<file path="src/rtl/bppr_pkg.sv">
// Shared types and constants of the bicycle power page rotator.
`default_nettype none
package bppr_pkg;

  localparam int unsigned NumPayBytes = 8;
  localparam int unsigned CfgIdxW     = 3;
  localparam int unsigned CfgDataW    = 32;

  localparam logic [7:0] PagePower   = 8'h10;
  localparam logic [7:0] PageManuf   = 8'h50;
  localparam logic [7:0] PageProduct = 8'h51;
  localparam logic [7:0] ManufSlot   = 8'd65;
  localparam logic [7:0] FillByte    = 8'hFF;

  typedef enum logic [CfgIdxW-1:0] {
    RegStaleTimeout = 3'd0,
    RegHwRevision   = 3'd1,
    RegManufId      = 3'd2,
    RegModelNumber  = 3'd3,
    RegSwRevision   = 3'd4,
    RegSerial       = 3'd5
  } cfg_idx_e;

  typedef struct packed {
    logic [31:0] stale_timeout_ms;
    logic [7:0]  hw_revision;
    logic [15:0] manufacturer_id;
    logic [15:0] model_number;
    logic [7:0]  sw_revision_main;
    logic [31:0] device_serial;
  } cfg_t;

  typedef struct packed {
    logic               data_valid;
    logic [31:0]        last_update_ms;
    logic [31:0]        now_ms;
    logic signed [15:0] power_sample;
    logic [7:0]         cadence_in;
  } item_t;

  typedef struct packed {
    logic [7:0]  slot;
    logic [7:0]  events;
    logic [15:0] total;
  } ctr_t;

  typedef logic [NumPayBytes-1:0][7:0] payload_t;

endpackage
`default_nettype wire

</file>
<file path="src/rtl/bike_power_page_rotator_core.sv">
// Top level of the bicycle power page rotator: handshakes, registers, state.
//
//  channel  | handshake                 | payload
//  ---------+---------------------------+------------------------------------------
//  input    | in_valid_i / in_stall_o   | data_valid, last/now ms, power, cadence
//  result   | out_valid_o / out_stall_i | pay_byte0..pay_byte7
//  config   | cfg_valid_i / cfg_ready_o | cfg_index_i, cfg_data_i
//
// One slot per cycle sustained while the result side does not stall; an input transaction
// passes through the input register, then formatting logic into the result register.
// Reset clears the slot, event and power counters and loads register defaults.
// A stalled result holds; the input register still takes one more transaction
// behind it, after which in_stall_o rises.
`default_nettype none
module bike_power_page_rotator_core #(
  parameter int unsigned ROTATION_PERIOD = 130
) (
  input  wire logic                              clk_i,
  input  wire logic                              rst_ni,
  input  wire logic                              in_valid_i,
  output logic                                   in_stall_o,
  input  wire logic                              data_valid_i,
  input  wire logic [31:0]                       last_update_ms_i,
  input  wire logic [31:0]                       now_ms_i,
  input  wire logic signed [15:0]                power_sample_i,
  input  wire logic [7:0]                        cadence_in_i,
  output logic                                   out_valid_o,
  input  wire logic                              out_stall_i,
  output logic [7:0]                             pay_byte0_o,
  output logic [7:0]                             pay_byte1_o,
  output logic [7:0]                             pay_byte2_o,
  output logic [7:0]                             pay_byte3_o,
  output logic [7:0]                             pay_byte4_o,
  output logic [7:0]                             pay_byte5_o,
  output logic [7:0]                             pay_byte6_o,
  output logic [7:0]                             pay_byte7_o,
  input  wire logic                              cfg_valid_i,
  output logic                                   cfg_ready_o,
  input  wire logic [bppr_pkg::CfgIdxW-1:0]      cfg_index_i,
  input  wire logic [bppr_pkg::CfgDataW-1:0]     cfg_data_i
);
  import bppr_pkg::*;

  localparam logic [7:0] LastSlot = 8'(ROTATION_PERIOD);

  cfg_t     cfg_q;
  ctr_t     ctr_q, ctr_d;
  item_t    item_q;
  logic     item_valid_q;
  payload_t pay_q, pay_d;
  logic     out_valid_q;
  logic     advance;
  logic     in_accept;

  assign cfg_ready_o = 1'b1;

  // Move the input register into the result register when the result slot frees
  assign advance    = item_valid_q && (!out_valid_q || !out_stall_i);
  assign in_stall_o = item_valid_q && !advance;
  assign in_accept  = in_valid_i && !in_stall_o;

  always_ff @(posedge clk_i or negedge rst_ni) begin
    if (!rst_ni) begin
      cfg_q.stale_timeout_ms <= 32'd2000;
      cfg_q.hw_revision      <= 8'd1;
      cfg_q.manufacturer_id  <= 16'd255;
      cfg_q.model_number     <= 16'd1;
      cfg_q.sw_revision_main <= 8'd1;
      cfg_q.device_serial    <= 32'd0;
    end else if (cfg_valid_i) begin
      case (cfg_index_i)
        RegStaleTimeout: cfg_q.stale_timeout_ms <= cfg_data_i;
        RegHwRevision:   cfg_q.hw_revision      <= cfg_data_i[7:0];
        RegManufId:      cfg_q.manufacturer_id  <= cfg_data_i[15:0];
        RegModelNumber:  cfg_q.model_number     <= cfg_data_i[15:0];
        RegSwRevision:   cfg_q.sw_revision_main <= cfg_data_i[7:0];
        RegSerial:       cfg_q.device_serial    <= cfg_data_i;
        default: ;  // drop writes to unknown indexes
      endcase
    end
  end

  bppr_page_fmt #(
    .ROTATION_PERIOD(ROTATION_PERIOD)
  ) u_fmt (
    .item_i (item_q),
    .cfg_i  (cfg_q),
    .ctr_i  (ctr_q),
    .ctr_o  (ctr_d),
    .pay_o  (pay_d)
  );

  always_ff @(posedge clk_i or negedge rst_ni) begin
    if (!rst_ni) begin
      item_valid_q <= 1'b0;
      out_valid_q  <= 1'b0;
      ctr_q        <= '0;
    end else begin
      if (in_accept) begin
        item_valid_q <= 1'b1;
      end else if (advance) begin
        item_valid_q <= 1'b0;
      end
      if (advance) begin
        out_valid_q <= 1'b1;
        ctr_q       <= ctr_d;
      end else if (!out_stall_i) begin
        out_valid_q <= 1'b0;
      end
    end
  end

  always_ff @(posedge clk_i) begin
    if (in_accept) begin
      item_q.data_valid     <= data_valid_i;
      item_q.last_update_ms <= last_update_ms_i;
      item_q.now_ms         <= now_ms_i;
      item_q.power_sample   <= power_sample_i;
      item_q.cadence_in     <= cadence_in_i;
    end
    if (advance) begin
      pay_q <= pay_d;
    end
  end

  assign out_valid_o = out_valid_q;
  assign pay_byte0_o = pay_q[0];
  assign pay_byte1_o = pay_q[1];
  assign pay_byte2_o = pay_q[2];
  assign pay_byte3_o = pay_q[3];
  assign pay_byte4_o = pay_q[4];
  assign pay_byte5_o = pay_q[5];
  assign pay_byte6_o = pay_q[6];
  assign pay_byte7_o = pay_q[7];

  a_slot_in_range: assert property (@(posedge clk_i) disable iff (!rst_ni)
    ctr_q.slot <= LastSlot)
    else $error("slot counter beyond rotation period");

  a_stall_needs_item: assert property (@(posedge clk_i) disable iff (!rst_ni)
    in_stall_o |-> (item_valid_q && out_valid_q && out_stall_i))
    else $error("input stalled without a blocked result");

  a_power_page_counts: assert property (@(posedge clk_i) disable iff (!rst_ni)
    (advance && pay_d[0] == PagePower) |=> (ctr_q.events == $past(ctr_q.events) + 8'd1))
    else $error("power page did not advance event count");

  a_common_page_holds: assert property (@(posedge clk_i) disable iff (!rst_ni)
    (advance && pay_d[0] != PagePower) |=>
      (ctr_q.events == $past(ctr_q.events) && ctr_q.total == $past(ctr_q.total)))
    else $error("common page changed power counters");

endmodule
`default_nettype wire

</file>
<file path="src/rtl/bppr_page_fmt.sv">
// Page selection, staleness check and payload formatting for one transmit slot.
`default_nettype none
module bppr_page_fmt #(
  parameter int unsigned ROTATION_PERIOD = 130
) (
  input  bppr_pkg::item_t    item_i,
  input  bppr_pkg::cfg_t     cfg_i,
  input  bppr_pkg::ctr_t     ctr_i,
  output bppr_pkg::ctr_t     ctr_o,
  output bppr_pkg::payload_t pay_o
);
  import bppr_pkg::*;

  localparam logic [7:0] LastSlot = 8'(ROTATION_PERIOD);

  logic [7:0]  slot_next;
  logic [31:0] age;
  logic        stale;
  logic [15:0] pw;
  logic [7:0]  cad;
  logic [7:0]  events_next;
  logic [15:0] total_next;

  // Restart at slot 1 once the period is done
  assign slot_next   = (ctr_i.slot >= LastSlot) ? 8'd1 : ctr_i.slot + 8'd1;
  assign age         = item_i.now_ms - item_i.last_update_ms;
  assign stale       = !item_i.data_valid || (age > cfg_i.stale_timeout_ms);
  assign pw          = (stale || item_i.power_sample[15]) ? 16'd0
                                                          : item_i.power_sample;
  assign cad         = stale ? FillByte : item_i.cadence_in;
  assign events_next = ctr_i.events + 8'd1;
  assign total_next  = ctr_i.total + pw;

  always_comb begin
    ctr_o      = ctr_i;
    ctr_o.slot = slot_next;
    pay_o[1]   = FillByte;
    pay_o[2]   = FillByte;
    if (slot_next == ManufSlot) begin
      pay_o[0] = PageManuf;
      pay_o[3] = cfg_i.hw_revision;
      pay_o[4] = cfg_i.manufacturer_id[7:0];
      pay_o[5] = cfg_i.manufacturer_id[15:8];
      pay_o[6] = cfg_i.model_number[7:0];
      pay_o[7] = cfg_i.model_number[15:8];
    end else if (slot_next == LastSlot) begin
      pay_o[0] = PageProduct;
      pay_o[3] = cfg_i.sw_revision_main;
      pay_o[4] = cfg_i.device_serial[7:0];
      pay_o[5] = cfg_i.device_serial[15:8];
      pay_o[6] = cfg_i.device_serial[23:16];
      pay_o[7] = cfg_i.device_serial[31:24];
    end else begin
      // Power page: advance event count and accumulated power
      ctr_o.events = events_next;
      ctr_o.total  = total_next;
      pay_o[0] = PagePower;
      pay_o[1] = events_next;
      pay_o[3] = cad;
      pay_o[4] = total_next[7:0];
      pay_o[5] = total_next[15:8];
      pay_o[6] = pw[7:0];
      pay_o[7] = pw[15:8];
    end
  end

endmodule
`default_nettype wire

</file>
<file path="config.mk">
export PLATFORM = sky130hd
export DESIGN_NAME = bike_power_page_rotator_core
export DESIGN_NICKNAME = d
export VERILOG_FILES = /design/src/rtl/bppr_pkg.sv /design/src/rtl/bike_power_page_rotator_core.sv /design/src/rtl/bppr_page_fmt.sv
export SDC_FILE = /design/constraint.sdc
export NUM_CORES = 1
export LEC_CHECK = 0
export BUFFER_PORTS_ARGS = -buffer_cell sky130_fd_sc_hd__buf_4
export CAP_MARGIN = 15
export CORE_MARGIN = 4
export CORE_UTILIZATION = 39
export DETAILED_ROUTE_END_ITERATION = 10
export SLEW_MARGIN = 20
export SYNTH_ARGS = -nofsm -noshare
export SYNTH_HDL_FRONTEND = slang
export SYNTH_HIERARCHICAL = 1
export SYNTH_SLANG_ARGS = --single-unit
</file>
<file path="constraint.sdc">
create_clock -name clk_i -period 6.9 [get_ports clk_i]
set_input_delay 0.69 -clock clk_i [delete_from_list [all_inputs] [get_ports clk_i]]
set_output_delay 0.69 -clock clk_i [all_outputs]
set_load 0.02 [all_outputs]
</file>
==> impl_metrics.yaml <==
placement:
  port-buffer-count: 194
  dp.final_hpwl_um: 26200
  dpl.cell_count: 1900
  gp_congestion: 0.867
  place_area_mm2: 0.0170
hold_path:
  hp-class: "in -> async"
grt:
  grt_pass1_vias: 10100
  grt_overflow_total: 0
  antenna_found_initial: 0
  track_usage_pct: 17.3
  grt_pass1_wl_um: 56400
  grt_max_degree: 92
setup_path:
  worstSetupEndpointType: "flip-flop"
  cp.required_ps: 7310
  critPathMaxFanout: 5
  crit_path_start_kind: "flip-flop"
  cp_slowest_stage_delay_ps: 400
  crit_slowest_cell: "fa_2"
  cp.arrival_ps: 7090
  path_class: "reg -> reg"
route:
  via_per_inst: 5.14
  vias: 10200
  dr.first_iter.drc_count: 518
  antenna_left: 0
  routed_wirelength_um: 36600
  drt_first_pass_iters: 5
  routedWlPerCell_um: 18.5
  drc: 0
floorplanning:
  initial_core_util_pct: 39.7
  placementRows: 71
  die_area_mm2: 0.0416
  die_w_um: 204
  core_mm2: 0.0378
  die-height_um: 204
  boundaryPins: 196
finish:
  drive_above_1_share_pct: 33.2
  fin_cells: 1978
  diodes: 0
  final_nets: 1655
  multiInputGateArea_mm2: 0.00626
  final_area_mm2: 0.0184
  syn2layout_area_growth_pct: 23.0
  n_fill_cell: 3382
  fin_util_pct: 48.8
  seq_area_mm2: 0.00827
timing:
  period_needed_ps: 6680
  rsz0062_at_grt: "yes"
  final_max_slew_viol_count: 0
  finalHoldWorstSlack_ps: 257
  setup_viol: 0
  slew_headroom_pct: 42.9
  fmax_mhz: 150
  tightestPinTransition_ps: 856
  hold_viol: 0
  skew_ps: 17.2
  period_share_pct: 96.8
clocking:
  cts_max_level: 2
  clk_latency_ps: 530
  cts_max_path_buffers: 3
  hold_buffers: 0
  clock-root-buffer: "clkbuf_16"
  cts_tree: "yes"
  clock_sink_count: 299
  clk_pin_slew_worst_paths_ps: 60
  cts_buffers: 35
yosys:
  synth_mux_area_share_pct: 11.0
  synth_top_family_by_area: "compound AO/OA/AOI/OAI gates"
  synth_edf_count: 153
  syn_area_per_cell_um2: 12.3
  ys.flop_type: "edfxtp_1"
  synthDistinctLibCells: 78
  ys_ff_latch: 299
  syn_area_mm2: 0.0150
  ys_seq_area_share_pct: 55.2
  synthAdderAreaFrac_pct: 7.11
  yosys_warnings: 6
  syn_inst: 1219
  async_flop_share_pct: 48.8
  synth_simple_gate_area_share_pct: 8.41
  synth_xor_area_share_pct: 2.92
  synth_compound_area_share_pct: 11.0
outcome:
  status: "finished, final reports clean"
flow_run:
  cap_violations: 0
power:
  power_density_mw_per_mm2: 322
  p_leak_uw: 0.00793
  max-vdd-ir-drop_v: 0.000197
  total_power_uw: 5930
## routing by layer
metal,global-route usage (%),part of all wire (%),up-vias
li1,-,-,4869
met1,24.7,46,5012
met2,27.2,47,233
met3,3.33,5.1,58
met4,4.83,2.1,0
met5,0,0,-
## cells by family after synthesis
| family | Yosys count |
|---|---|
| AOI/OAI and AO/OA | 248 |
| buffers and inverters | 137 |
| and+or+nand+nor | 252 |
| muxes | 146 |
| DFF | 299 |
| adders and majority gates | 84 |
| xor gates and xnor gates | 50 |
| other | 3 |
## cells in the final DEF (no fill, tap or decap), types with 4 or more instances in the layout
cell and count:
buf_4 230, edfxtp_1 153, mux2_2 139, dfrtp_1 129, nand2_1 85, ha_1 80, inv_1 75, o21ai_0 71
nor2_1 59, a21oi_1 43, clkbuf_16 38, a22oi_1 35, xnor2_1 27, nand2b_1 24, a21o_1 23, xor2_1 23
nand3_1 17, dfstp_2 17, conb_1 15, o21a_1 11, nor2b_1 9, nand4_1 9, and3_1 8, clkinv_2 6
clkbuf_8 6, nor3_1 6, a221o_1 6, mux2_1 5, o211ai_1 4, a31oi_1 4, a21oi_2 4, o31a_1 4
a211oi_1 4
## path summary, 6_finish.rpt
path	slack, ps	cells past startpoint	endpoint	startpoint
max	220	31	ctr_q[14]$_DFFE_PN0P_	item_q[24]$_DFFE_PP_
min	260	1	cfg_q[37]$_DFFE_PN0P_	rst_ni
max reg2reg	220	31	ctr_q[14]$_DFFE_PN0P_	item_q[24]$_DFFE_PP_
min reg2reg	480	1	out_valid_o$_DFFE_PN0P_	item_valid_q$_DFFE_PN0P_
max in group asynchronous	5350	2	cfg_q[2]$_DFFE_PN0P_	rst_ni
min in group clk_i	340	1	item_q[74]$_DFFE_PP_	last_update_ms_i[18]
## through the flow
stage	setup WS (ps)	setup TNS (ps)
final	222	0
after global routing	-99.9	-140
after CTS	31.3	0
after detailed placement	-143	-150
after global placement	30.5	0
after floorplan	415	0
## power by group
part / internal, µW / leakage (µW) / total (µW) / switching (µW)
Sequential: 2270 / 0.00319 / 2470 / 205
Combinational: 750 / 0.00414 / 1550 / 801
Clock: 1180 / 0.000597 / 1910 / 736
Total: 4190 / 0.00793 / 5930 / 1740
## what timing repair did
item / 4_1_cts / 5_1_grt
endpoints found under the hold margin: 0 / 0
setup endpoints to repair: 3 / 12
resized for setup: 3 / 28
pin swaps: 0 / 35
cloned: 0 / 0
setup buffers: 0 / 16
## registers in the layout, indices dropped and copies added, names as in the netlist
register	cells
cfg_q	112
item_q	89
ctr_q	32
pay_byte0_o	8
pay_byte1_o	8
pay_byte2_o	8
pay_byte3_o	8
pay_byte4_o	8
pay_byte5_o	8
pay_byte6_o	8
pay_byte7_o	8
item_valid_q	1
out_valid_o	1
## layout make-up
type	count	area share (%)
repair buffers	233	9.57
clock inverters	17	0.936
multi-input cells	795	34.0
inverters	78	1.59
flip-flops and latches	299	44.8
clock buffers	45	5.63
well taps	511	3.47
## worst max-delay path, delay by kind of cell (launching register included)
kind	cells	cell delay, ps
muxes	2	590
adders and majority gates	4	1170
and+or+nand+nor	10	1760
AOI/OAI and AO/OA	12	2400
DFF	1	370
buffers and inverters	3	250
## synthesized netlist by cell type, drive strengths merged (11+ instances only)
| library cell | instances | share of area (%) |
|---|---|---|
| clkbuf | 19 | 0.48 |
| nor2 | 60 | 1.5 |
| edfxtp | 153 | 31 |
| dfrtp | 129 | 22 |
| nand3 | 18 | 0.63 |
| xnor2 | 27 | 1.6 |
| nand2b | 25 | 1.0 |
| o21ai | 74 | 2.5 |
| o21a | 11 | 0.55 |
| dfstp | 17 | 3.0 |
| ha | 82 | 6.8 |
| a22oi | 35 | 1.8 |
| xor2 | 23 | 1.3 |
| buf | 40 | 1.9 |
| a21oi | 47 | 1.6 |
| a21o | 23 | 1.2 |
| nand2 | 85 | 2.1 |
| inv | 78 | 2.0 |
| mux2 | 146 | 11 |
Power figures use the tool's default switching activity.
